File: src/rtl/core/hnsf_pkg.sv
// Package with the shared constants and types of the Hessian-norm size field block.
`timescale 1ns / 1ps

package hnsf_pkg;

  // Component and entry counts.
  localparam int MAX_COMPONENTS = 4;
  localparam int WEIGHT_REGS    = 4;
  localparam int COMP_CAP       = (MAX_COMPONENTS < WEIGHT_REGS) ? MAX_COMPONENTS : WEIGHT_REGS;
  localparam int ENTRY_COUNT    = 9;
  localparam int ENTRY_IDX_W    = $clog2(ENTRY_COUNT);
  localparam int ROOT_STEPS     = 32;

  // Arithmetic widths.
  localparam int ENTRY_W = 32;
  localparam int SUM_W   = 64;
  localparam int TOTAL_W = 48;
  localparam int REM_W   = 34;

  // Configuration register indexes.
  localparam logic [2:0] REG_NUM_COMPONENTS = 3'd0;
  localparam logic [2:0] REG_WEIGHT_0       = 3'd1;
  localparam logic [2:0] REG_WEIGHT_1       = 3'd2;
  localparam logic [2:0] REG_WEIGHT_2       = 3'd3;
  localparam logic [2:0] REG_WEIGHT_3       = 3'd4;
  localparam logic [2:0] REG_MIN_SIZE       = 3'd5;
  localparam logic [2:0] REG_MAX_SIZE       = 3'd6;

  // Reset values of the configuration registers.
  localparam logic [2:0]  NUM_COMPONENTS_RESET = 3'd1;
  localparam logic [15:0] WEIGHT_RESET         = 16'd256;
  localparam logic [31:0] MIN_SIZE_RESET       = 32'd65536;
  localparam logic [31:0] MAX_SIZE_RESET       = 32'd655360;

  // Sequencer states.
  typedef enum logic [5:0] {
    ST_IDLE   = 6'b000001,
    ST_SQUARE = 6'b000010,
    ST_SQRT   = 6'b000100,
    ST_WEIGHT = 6'b001000,
    ST_ACCUM  = 6'b010000,
    ST_FINISH = 6'b100000
  } state_t;

endpackage

File: src/rtl/core/hnsf_in_if.sv
// Input channel interface: one Hessian item with its last-vertex mark.
`timescale 1ns / 1ps

interface hnsf_in_if;
  logic               valid;
  logic               ready;
  logic signed [31:0] h_xx;
  logic signed [31:0] h_xy;
  logic signed [31:0] h_xz;
  logic signed [31:0] h_yx;
  logic signed [31:0] h_yy;
  logic signed [31:0] h_yz;
  logic signed [31:0] h_zx;
  logic signed [31:0] h_zy;
  logic signed [31:0] h_zz;
  logic               last_vertex;

  modport source (
    output valid, h_xx, h_xy, h_xz, h_yx, h_yy, h_yz, h_zx, h_zy, h_zz, last_vertex,
    input  ready
  );

  modport sink (
    input  valid, h_xx, h_xy, h_xz, h_yx, h_yy, h_yz, h_zx, h_zy, h_zz, last_vertex,
    output ready
  );
endinterface

File: src/rtl/core/hnsf_out_if.sv
// Output channel interface: one mesh size item with its last mark.
`timescale 1ns / 1ps

interface hnsf_out_if;
  logic        valid;
  logic        ready;
  logic [31:0] size;
  logic        last;

  modport source (
    output valid, size, last,
    input  ready
  );

  modport sink (
    input  valid, size, last,
    output ready
  );
endinterface

File: src/rtl/core/hessian_norm_size_field.sv
// Top level of the Hessian-norm mesh size field block.
//
// The hessian channel takes one 3x3 Hessian of one solution component per
// item. The block squares the nine entries on one shared 32x32 multiplier,
// takes a bit-serial square root, weights the norm on the same multiplier and
// adds it to a saturating total. On the item of the last component of a
// vertex, one size item leaves on the result channel.
// An item holds the block through an accept step, the squares and their sum
// (one multiplier pass per entry), the square root (two bits of the sum per
// step), a weight multiply, an add and, on the last component, a finishing
// step.
// The hessian channel is not ready while an item is at work.
// A finished size waits in an output register, so the next item is accepted
// while it waits; if the receiver still stalls when the next vertex finishes,
// the block holds in its last step until the register is free.
// The cfg port writes a register at each edge with cfg_we high; it is meant
// for use while the block is idle.
// Synchronous reset restores the register defaults and clears the component
// count, the total and the output register.
`timescale 1ns / 1ps

module hessian_norm_size_field
  import hnsf_pkg::*;
(
  input  logic        clk,
  input  logic        rst,
  input  logic        cfg_we,
  input  logic [2:0]  cfg_index,
  input  logic [31:0] cfg_data,
  hnsf_in_if.sink     hessian,
  hnsf_out_if.source  result
);

  // Configuration registers.
  logic [2:0]  num_components;
  logic [15:0] weight [WEIGHT_REGS];
  logic [31:0] min_size;
  logic [31:0] max_size;

  // Control and work registers.
  state_t               state;
  logic [4:0]           cnt;
  logic [1:0]           count;
  logic [TOTAL_W-1:0]   total;
  logic signed [ENTRY_W-1:0] entry [ENTRY_COUNT];
  logic                 last_hold;
  logic [SUM_W-1:0]     sum;
  logic [SUM_W-1:0]     prod;
  logic [REM_W-1:0]     rem;
  logic [31:0]          root;
  logic                 out_valid;
  logic [31:0]          out_size;
  logic                 out_last;

  // Shared multiplier and the datapath around it.
  logic [31:0]          mul_a;
  logic [31:0]          mul_b;
  logic [SUM_W-1:0]     mul_p;
  logic [ENTRY_IDX_W-1:0] entry_idx;
  logic [31:0]          entry_mag;
  logic [SUM_W:0]       sum_add;
  logic [SUM_W-1:0]     sum_next;
  logic [REM_W-1:0]     rem_shift;
  logic [REM_W-1:0]     trial;
  logic [REM_W:0]       rem_diff;
  logic [TOTAL_W:0]     total_add;
  logic [TOTAL_W-1:0]   total_next;
  logic [2:0]           n_eff;
  logic [2:0]           count_inc;
  logic                 total_ge_max;
  logic [31:0]          size_diff;
  logic [31:0]          size_next;
  logic                 out_free;

  assign hessian.ready = (state == ST_IDLE);
  assign result.valid  = out_valid;
  assign result.size   = out_size;
  assign result.last   = out_last;
  assign out_free      = !out_valid || result.ready;

  // Entry magnitude; the most negative value maps to 2^31 by itself.
  assign entry_idx = (cnt[ENTRY_IDX_W-1:0] == ENTRY_IDX_W'(ENTRY_COUNT)) ? '0
                   : cnt[ENTRY_IDX_W-1:0];
  assign entry_mag = entry[entry_idx][31] ? (~entry[entry_idx] + 32'd1) : entry[entry_idx];

  // Operand selection for the one multiplier.
  always_comb begin
    if (state == ST_WEIGHT) begin
      mul_a = root;
      mul_b = {16'd0, weight[count]};
    end else begin
      mul_a = entry_mag;
      mul_b = entry_mag;
    end
  end
  assign mul_p = SUM_W'(mul_a) * SUM_W'(mul_b);

  // Saturating sum of the squares.
  assign sum_add  = {1'b0, sum} + {1'b0, prod};
  assign sum_next = sum_add[SUM_W] ? {SUM_W{1'b1}} : sum_add[SUM_W-1:0];

  // One square root step: bring down two bits and try to subtract.
  assign rem_shift = {rem[REM_W-3:0], sum[SUM_W-1:SUM_W-2]};
  assign trial     = {root, 2'b01};
  assign rem_diff  = {1'b0, rem_shift} - {1'b0, trial};

  // Weighted total, saturating at its full width.
  assign total_add  = {1'b0, total} + (TOTAL_W+1)'(prod[55:8]);
  assign total_next = total_add[TOTAL_W] ? {TOTAL_W{1'b1}} : total_add[TOTAL_W-1:0];

  // Effective component count: zero acts as one, the cap bounds it.
  always_comb begin
    if (num_components == 3'd0) begin
      n_eff = 3'd1;
    end else if (num_components > 3'(COMP_CAP)) begin
      n_eff = 3'(COMP_CAP);
    end else begin
      n_eff = num_components;
    end
  end
  assign count_inc = {1'b0, count} + 3'd1;

  // Size clamp against the total.
  assign total_ge_max = (total >= {16'd0, max_size});
  assign size_diff    = max_size - total[31:0];
  assign size_next    = (total_ge_max || (size_diff < min_size)) ? min_size : size_diff;

  // Configuration writes.
  always_ff @(posedge clk) begin
    if (rst) begin
      num_components <= NUM_COMPONENTS_RESET;
      for (int i = 0; i < WEIGHT_REGS; i++) begin
        weight[i] <= WEIGHT_RESET;
      end
      min_size <= MIN_SIZE_RESET;
      max_size <= MAX_SIZE_RESET;
    end else if (cfg_we) begin
      unique case (cfg_index)
        REG_NUM_COMPONENTS: num_components <= cfg_data[2:0];
        REG_WEIGHT_0:       weight[0] <= cfg_data[15:0];
        REG_WEIGHT_1:       weight[1] <= cfg_data[15:0];
        REG_WEIGHT_2:       weight[2] <= cfg_data[15:0];
        REG_WEIGHT_3:       weight[3] <= cfg_data[15:0];
        REG_MIN_SIZE:       min_size <= cfg_data;
        REG_MAX_SIZE:       max_size <= cfg_data;
        default: ;
      endcase
    end
  end

  // Payload capture on accept.
  always_ff @(posedge clk) begin
    if (hessian.valid && hessian.ready) begin
      entry[0]  <= hessian.h_xx;
      entry[1]  <= hessian.h_xy;
      entry[2]  <= hessian.h_xz;
      entry[3]  <= hessian.h_yx;
      entry[4]  <= hessian.h_yy;
      entry[5]  <= hessian.h_yz;
      entry[6]  <= hessian.h_zx;
      entry[7]  <= hessian.h_zy;
      entry[8]  <= hessian.h_zz;
      last_hold <= hessian.last_vertex;
    end
  end

  // Sequencer and datapath registers.
  always_ff @(posedge clk) begin
    if (rst) begin
      state     <= ST_IDLE;
      cnt       <= '0;
      count     <= '0;
      total     <= '0;
      out_valid <= 1'b0;
    end else begin
      // The finishing step sets the output register itself.
      if (out_valid && result.ready && state != ST_FINISH) begin
        out_valid <= 1'b0;
      end
      unique case (state)
        ST_IDLE: begin
          if (hessian.valid) begin
            sum   <= '0;
            cnt   <= '0;
            state <= ST_SQUARE;
          end
        end
        ST_SQUARE: begin
          // Square of entry cnt while the previous square is summed.
          prod <= mul_p;
          if (cnt != 5'd0) begin
            sum <= sum_next;
          end
          if (cnt == 5'(ENTRY_COUNT)) begin
            cnt   <= '0;
            rem   <= '0;
            root  <= '0;
            state <= ST_SQRT;
          end else begin
            cnt <= cnt + 5'd1;
          end
        end
        ST_SQRT: begin
          sum <= {sum[SUM_W-3:0], 2'b00};
          if (!rem_diff[REM_W]) begin
            rem  <= rem_diff[REM_W-1:0];
            root <= {root[30:0], 1'b1};
          end else begin
            rem  <= rem_shift;
            root <= {root[30:0], 1'b0};
          end
          cnt <= cnt + 5'd1;
          if (cnt == 5'(ROOT_STEPS - 1)) begin
            state <= ST_WEIGHT;
          end
        end
        ST_WEIGHT: begin
          prod  <= mul_p;
          state <= ST_ACCUM;
        end
        ST_ACCUM: begin
          total <= total_next;
          if (count_inc < n_eff) begin
            count <= count_inc[1:0];
            state <= ST_IDLE;
          end else begin
            state <= ST_FINISH;
          end
        end
        ST_FINISH: begin
          // Wait for a free output register, then emit and clear the vertex.
          if (out_free) begin
            out_valid <= 1'b1;
            out_size  <= size_next;
            out_last  <= last_hold;
            count     <= '0;
            total     <= '0;
            state     <= ST_IDLE;
          end
        end
        default: state <= ST_IDLE;
      endcase
    end
  end

`ifndef SYNTH
  // A result appears only out of the finishing step.
  a_result_from_finish: assert property (@(posedge clk) disable iff (rst)
    $rose(out_valid) |-> $past(state == ST_FINISH))
    else $error("result valid rose outside the finishing step");

  // An accepted item starts the squaring pass.
  a_accept_starts: assert property (@(posedge clk) disable iff (rst)
    (hessian.valid && hessian.ready) |=> (state == ST_SQUARE && cnt == 5'd0))
    else $error("accepted item did not start the squaring pass");

  // The root remainder never exceeds twice the partial root.
  a_root_rem: assert property (@(posedge clk) disable iff (rst)
    (state == ST_SQRT) |-> (rem <= REM_W'({root, 1'b0})))
    else $error("square root remainder out of range");

  // Finishing with a free output emits and clears the vertex.
  a_finish_clears: assert property (@(posedge clk) disable iff (rst)
    (state == ST_FINISH && out_free) |=> (out_valid && count == 2'd0 && total == '0))
    else $error("finishing step did not emit and clear");
`endif

endmodule
File: src/flat_wrapper.sv
// flat-port wrapper written by rule: the top's interface ports become plain ports
module hessian_norm_size_field_flat import hnsf_pkg::*;
  (clk, rst, cfg_we, cfg_index, cfg_data, hessian_valid, hessian_h_xx, hessian_h_xy, hessian_h_xz, hessian_h_yx, hessian_h_yy, hessian_h_yz, hessian_h_zx, hessian_h_zy, hessian_h_zz, hessian_last_vertex, hessian_ready, result_valid, result_size, result_last, result_ready);
  hnsf_in_if hessian_i ();
  hnsf_out_if result_i ();
  input  logic clk;
  input  logic rst;
  input  logic cfg_we;
  input  logic [2:0] cfg_index;
  input  logic [31:0] cfg_data;
  input wire logic [$bits(hessian_i.valid)-1:0] hessian_valid;
  input wire logic [$bits(hessian_i.h_xx)-1:0] hessian_h_xx;
  input wire logic [$bits(hessian_i.h_xy)-1:0] hessian_h_xy;
  input wire logic [$bits(hessian_i.h_xz)-1:0] hessian_h_xz;
  input wire logic [$bits(hessian_i.h_yx)-1:0] hessian_h_yx;
  input wire logic [$bits(hessian_i.h_yy)-1:0] hessian_h_yy;
  input wire logic [$bits(hessian_i.h_yz)-1:0] hessian_h_yz;
  input wire logic [$bits(hessian_i.h_zx)-1:0] hessian_h_zx;
  input wire logic [$bits(hessian_i.h_zy)-1:0] hessian_h_zy;
  input wire logic [$bits(hessian_i.h_zz)-1:0] hessian_h_zz;
  input wire logic [$bits(hessian_i.last_vertex)-1:0] hessian_last_vertex;
  output wire logic [$bits(hessian_i.ready)-1:0] hessian_ready;
  output wire logic [$bits(result_i.valid)-1:0] result_valid;
  output wire logic [$bits(result_i.size)-1:0] result_size;
  output wire logic [$bits(result_i.last)-1:0] result_last;
  input wire logic [$bits(result_i.ready)-1:0] result_ready;
  assign hessian_i.valid = hessian_valid;
  assign hessian_i.h_xx = hessian_h_xx;
  assign hessian_i.h_xy = hessian_h_xy;
  assign hessian_i.h_xz = hessian_h_xz;
  assign hessian_i.h_yx = hessian_h_yx;
  assign hessian_i.h_yy = hessian_h_yy;
  assign hessian_i.h_yz = hessian_h_yz;
  assign hessian_i.h_zx = hessian_h_zx;
  assign hessian_i.h_zy = hessian_h_zy;
  assign hessian_i.h_zz = hessian_h_zz;
  assign hessian_i.last_vertex = hessian_last_vertex;
  assign hessian_ready = hessian_i.ready;
  assign result_valid = result_i.valid;
  assign result_size = result_i.size;
  assign result_last = result_i.last;
  assign result_i.ready = result_ready;
  hessian_norm_size_field u_core (.clk(clk), .rst(rst), .cfg_we(cfg_we), .cfg_index(cfg_index), .cfg_data(cfg_data), .hessian(hessian_i), .result(result_i));
endmodule
File: config.mk
export PLATFORM = sky130hd
export DESIGN_NAME = hessian_norm_size_field_flat
export DESIGN_NICKNAME = d
export VERILOG_FILES = /design/src/rtl/core/hnsf_pkg.sv /design/src/rtl/core/hnsf_in_if.sv /design/src/rtl/core/hnsf_out_if.sv /design/src/rtl/core/hessian_norm_size_field.sv /design/src/flat_wrapper.sv
export SDC_FILE = /design/constraint.sdc
export NUM_CORES = 2
export LEC_CHECK = 0
export BUFFER_PORTS_ARGS = -buffer_cell sky130_fd_sc_hd__buf_2
export CORE_AREA = 3 3 433 435
export CTS_CLUSTER_DIAMETER = 30
export DETAILED_ROUTE_END_ITERATION = 16
export DIE_AREA = 0 0 436 438
export PLACE_DENSITY_LB_ADDON = 0.1
export SLEW_MARGIN = 20
export SYNTH_ARGS = -nofsm -noshare
export SYNTH_HDL_FRONTEND = slang
export SYNTH_SLANG_ARGS = --single-unit
export TNS_END_PERCENT = 20
File: constraint.sdc
create_clock -name clk -period 10 [get_ports clk]
set_input_delay 0.5 -clock clk [delete_from_list [all_inputs] [get_ports clk]]
set_output_delay 0.5 -clock clk [all_outputs]
set_load 0.005 [all_outputs]
-- Word-level counts from Yosys, hierarchy flattened
Memory sizes are Yosys's and may differ from the RTL's. A register that Yosys moved wholly into a read port is not among the register bits.
Cells that the tools add are included.
- register bits: 355
- bits in latches: 0
- RAM bits: 352
- memory bits (read-only): 0
- bits of input ports: 329
- memories kept: 2
- add/sub/neg operators: 7
- multiply operators: 1
- divide/modulo/power cells: 0
- order comparisons: 4
- equal/unequal tests: 22
- shift-type cells: 0
- multiplexer cells: 61
- bitwise operators: 6
- reductions and logical operators: 24
- memories (name ; depth ; bits a word ; read ports ; clocked after memory_dff ; write ports ; RTL line ; source):
    u_core.entry ; 9 ; 32 ; 1 ; 0 ; 9 ; hessian_norm_size_field.sv:45 ; logic signed [ENTRY_W-1:0] entry [ENTRY_COUNT];
    u_core.weight ; 4 ; 16 ; 1 ; 1 ; 4 ; hessian_norm_size_field.sv:36 ; logic [15:0] weight [WEIGHT_REGS];
- operators with widths (operator ; count):
    $mux W32 ; 7
    $mux W64 ; 3
    $pmux W64 S3 ; 1
    $pmux W32 S2 ; 2
    $mux W48 ; 2
    $pmux W48 S2 ; 1
    $add A64 B64 Y65 ; 1
    $mul A32 B32 Y64 ; 1
    $mux W16 ; 4
    $add A48 B48 Y49 ; 1
    $ge A48 B32 Y1 ; 1
    $pmux W6 S6 ; 1
    $sub A34 B34 Y35 ; 1
    $add A32 B1 Y32 const B ; 1
    $lt A32 B32 Y1 ; 1
    $not A32 Y32 ; 1
    $sub A32 B32 Y32 ; 1
    $mux W6 ; 5
    $mux W1 ; 24
    $pmux W5 S3 ; 1
    $reduce_and A2 Y1 ; 6
    $mux W5 ; 2
    $ne A2 B1 Y1 const B ; 5
    $eq A3 B3 Y1 const B ; 3
    33 further kinds ; 49

-- Logic depth before layout (Yosys ltp)
- depth after elaboration: 8
- depth in mapped cells: 46

-- Worst setup path before layout
No wires, ideal clock.
- path kind: register to register
- start point: register u_core.cnt[1]
- end point: register u_core.prod[57] (data pin)
- library setup time: 0.259 ns
- arrival: 10.544 ns
- data required time: 9.741 ns
- path slack: -0.802 ns
- stages on the path, launching flop included: 45
- path buffers: 5
- clock period less this slack: 10.802 ns
- path through: dfxtp_1 > buf_6 > clkinv_1 > ha_1 > and3b_1 > buf_4 > nor2_1 > buf_2 > nand2_1 > o211ai_1 > or3b_2 > inv_1 > ha_1 > nand3_1 > nor2_1 > a31oi_1 > xnor2_1 > o21ai_0 > (+9 left out) > fa_1 > fa_1 > fa_1 > inv_1 > fa_1 > inv_1 > ha_1 > clkbuf_1 > a21oi_1 > o21ai_0 > nor4_1 > nor2_1 > a31oi_1 > o21ai_0 > a31o_2 > a21o_1 > a21oi_1 > xnor2_1
- word-level cells in the longest chain between the ends: 8
- elaborated cells between the ends (all ways): 9
- ends and longest elaborated chain (element ; RTL line ; source):
    start: declaration ; hessian_norm_size_field.sv:42 ; logic [4:0] cnt;
    start signal: assignment ; hessian_norm_size_field.sv:200 ; cnt <= cnt + 5'd1;
    start signal: assignment ; hessian_norm_size_field.sv:212 ; cnt <= cnt + 5'd1;
    $eq A4 B4 Y1 ; hessian_norm_size_field.sv:82 ; assign entry_idx = (cnt[ENTRY_IDX_W-1:0] == ENTRY_IDX_W'(ENTRY_COUNT)) ? '0
    $mux W4 (*) ; hessian_norm_size_field.sv:82 ;
    $mem_v2 Z9 W32 (*) ; - ;
    $not A32 Y32 ; hessian_norm_size_field.sv:84 ; assign entry_mag = entry[entry_idx][31] ? (~entry[entry_idx] + 32'd1) : entry[entry_idx];
    $add A32 B1 Y32 ; hessian_norm_size_field.sv:84 ;
    $mux W32 (*) ; hessian_norm_size_field.sv:84 ;
    $mux W32 ; hessian_norm_size_field.sv:88 ; if (state == ST_WEIGHT) begin
    $mul A32 B32 Y64 (*) ; hessian_norm_size_field.sv:96 ; assign mul_p = SUM_W'(mul_a) * SUM_W'(mul_b);
    net u_core.mul_p[57] ; hessian_norm_size_field.sv:58 ; logic [SUM_W-1:0] mul_p;
    end signal: assignment ; hessian_norm_size_field.sv:190 ; prod <= mul_p;
    end signal: assignment ; hessian_norm_size_field.sv:218 ; prod <= mul_p;
    end: declaration ; hessian_norm_size_field.sv:48 ; logic [SUM_W-1:0] prod;
Mark *: on every way through the listed nets, which the timed path passes. The rest lies on a longest branch.
A chain may end at the register's enable or synchronous reset.

-- Final worst setup path
- start point: register u_core.cnt[1]
- end point: register u_core.prod[58] (data pin)
The elaborated chain is that of the path after synthesis.

==> summary.txt <==
Worst setup path
  – Critical path arrival: 10.85 ns
  – Worst Path Required: 10.49 ns
  – Max incr delay on CP: 0.59 ns
  – Worst Path Max Fanout: 11
  – Startpoint Class: flop
  – Crit-path slowest cell: fa_2
  – Crit end category: flop
  – Crit path kind: reg2reg

Synth
  – YS warnings: 0
  – Main flop type after synthesis: edfxtp_1
  – Mapped Avg Cell Area: 9.49 µm²
  – Post-synth EDFFs: between 500 and 600
  – Synth cell types: 93
  – Post-Syn Area: about 0.073 mm²
  – #FFs+latches synth: 709
  – Synth Instances: just under 8,000
  – Register area share after synthesis: 27.2%
  – Post-synth ARST share: 0%

Floorplan
  – # IOs: 364
  – Chip width: roughly 440 µm
  – Initial Util: 40.0%
  – Core Box Area: 0.183 mm²
  – Die Ht: roughly 440 µm
  – Core Rows: 157
  – Die ar.: ~0.19 mm²

Drt
  – DRT antenna net count: 0
  – Drt drc: 0
  – Wirelength, routed: roughly 270 mm
  – DR WL/cell: between 20 and 25 µm
  – Via count: 62,300
  – Initial detailed-routing violation count: 4,196
  – DR pass1 iterations: 5
  – Routed vias/inst: 5.28

Clock tree
  – CTS root buf: clkbuf_16
  – H-tree levels: 4
  – CTS tree: yes
  – CTS Buffer Depth: 3
  – Num CTS Buffers: between 150 and 200
  – Clock transition at path regs: about 0.040 ns
  – Clock sinks: roughly 710
  – Clock latency on the worst-skew pair: roughly 0.8 ns

Timing
  – Worst-margin pin slew: roughly 1.1 ns
  – Final period util: 104%
  – Max Freq: 0.0966 GHz
  – Final hold violations: 0
  – Tmin final: between 10 and 15 ns
  – RSZ-0062 raised after global routing: true
  – Setup Viol. Count Final: 26
  – Worst-case clock skew: 0.0612 ns
  – Slew Viols, Final: 0
  – Final WS setup: -0.352 ns
  – Slew margin rel.: around 26%

Finish
  – Share of layout cells above drive strength 1: approximately 22%
  – Commonest non-fill, non-tap cell in the layout: inv_1
  – Filler cell count in the final layout: between 15,000 and 20,000
  – Final nets: 10,900
  – Finished Layout Cells: about 12,000
  – Most frequent cells in the layout: inv_1 (1,161), nand2_1 (880), fa_1 (859)
  – Synth-to-layout area growth: 32.2%

Global routing
  – First-pass GRT wire length: approximately 410 mm
  – Total gr overflow: 0
  – Pin count of the biggest net entering global routing: 174
  – Initial antenna violation count: 18
  – GRT Overall Usage: between 20% and 30%
  – Vias in the first global route: approximately 66,000

Placed design
  – Port Buffers: ~360
  – Dpl ws: -1.21 ns
  – Detail Placement HPWL: ~210 mm
  – GPL Wtd Cong: between 0.9 and 1
  – Placed cells: 11,000

Outcome
  – Status: finished, violations left
  – Failing checks: negative setup slack

Run
  – Max Cap Violations: 0

Min path
  – Min-delay worst type: in2reg
[worst paths after layout]
path | endpoint | slack (ns) | cells after the start | from
worst max register to register | u_core.prod[58]$_DFFE_PP_ | -0.35 | 43 | u_core.cnt[1]$_SDFFE_PP0P_
worst max-delay path | u_core.prod[58]$_DFFE_PP_ | -0.35 | 43 | u_core.cnt[1]$_SDFFE_PP0P_
worst min register to register | u_core.total[41]$_SDFFE_PP0P_ | 0.45 | 2 | u_core.total[41]$_SDFFE_PP0P_
worst min-delay path | u_core.max_size[4]$_SDFFE_PP0P_ | 0.07 | 3 | cfg_data[4]
[stage by stage]
step / util, % / area [µm²] / setup TNS (ns) / hold slack, ns
2_1_floorplan: - / 73600 / -0.0505 / 0.400
4_1_cts: 52.4 / 96200 / -3.02 / 0.0000362
5_1_grt: 52.8 / 96900 / -15.47 / 0.0279
3_5_place_dp: 45.8 / 84000 / -34.13 / 0.449
3_3_place_gp: 45.8 / 84000 / -31.51 / 0.442
6_report: 52.8 / 96900 / -5.40 / 0.0651
[state kept, by name, indices dropped and copies added, names as in the netlist, named ones only]
name	cells
u_core.cnt	5
u_core.count	2
u_core.entry	288
u_core.last_hold	1
u_core.max_size	32
u_core.min_size	32
u_core.num_components	3
u_core.prod	64
u_core.rem	32
u_core.result.last	1
u_core.result.size	32
u_core.result.valid	1
u_core.root	32
u_core.state	6
u_core.sum	64
u_core.total	48
u_core.weight	64
[synthesized netlist by cell type, types with 109 or more instances]
cell,count,area share (%)
a21o_1,185,1.9
a21oi_1,468,3.2
clkbuf_1,289,1.5
dfxtp_1,131,3.6
edfxtp_1,578,24
fa_1,898,25
ha_1,510,8.7
inv_1,1184,6.1
mux2i_1,109,1.5
nand2_1,893,4.6
nor2_1,708,3.6
o21ai_0,247,1.7
xnor2_1,148,1.8
[timing repair]
action	in CTS	in global routing
setup endpoints to repair	47	38
endpoints found under the hold margin	326	0
setup buffers	128	24
hold buffers	308	0
gates resized for setup	378	106
pin swaps	136	89
cloned	8	1
[critical path, delay by kind of cell, from the launching register on]
kind            cells  cell delay (ns)
compound gates     10             1.77
xor+xnor            1             0.13
fa+ha+maj          10             4.57
buf+inv            16             1.93
flops               1             0.35
simple gates        6             1.29
[area by class of cell]
cell class	instances	area, µm²	area share [%]
Clock inverter	100	1190	1.23
Inverter	1186	4460	4.61
Multi-Input combinational cell	5465	49600	51.2
Antenna cell	17	42.5	0.0439
Timing Repair Buffer	1628	13700	14.1
Sequential cell	709	20000	20.6
Tap cell	2464	3080	3.18
Clock buffer	229	4870	5.03
[layer usage]
layer,share of wire (%),GRT usage [%]
met2,48,47.2
met3,6.2,4.79
met1,42,36.4
met4,4.3,11.3
met5,0,0
[kinds of logic (layout without fill, tap and decap cells)]
kind of cell,after synthesis,in the layout,synth area share (%)
AND/OR/NAND/NOR,2222,2222,13.4
buffers and inverters,1569,3143,8.27
adder cells (fa/ha/maj),1408,1408,33.2
AO/OA/AOI/OAI,1391,1391,12.1
flip-flops,709,709,27.2
XOR/XNOR,239,239,2.85
multiplexers,182,182,2.87
other,2,40,0.0102
Power is left out: the tool's default activity adds up to more than one toggle a clock period on the data nets, which glitch-free logic cannot reach.
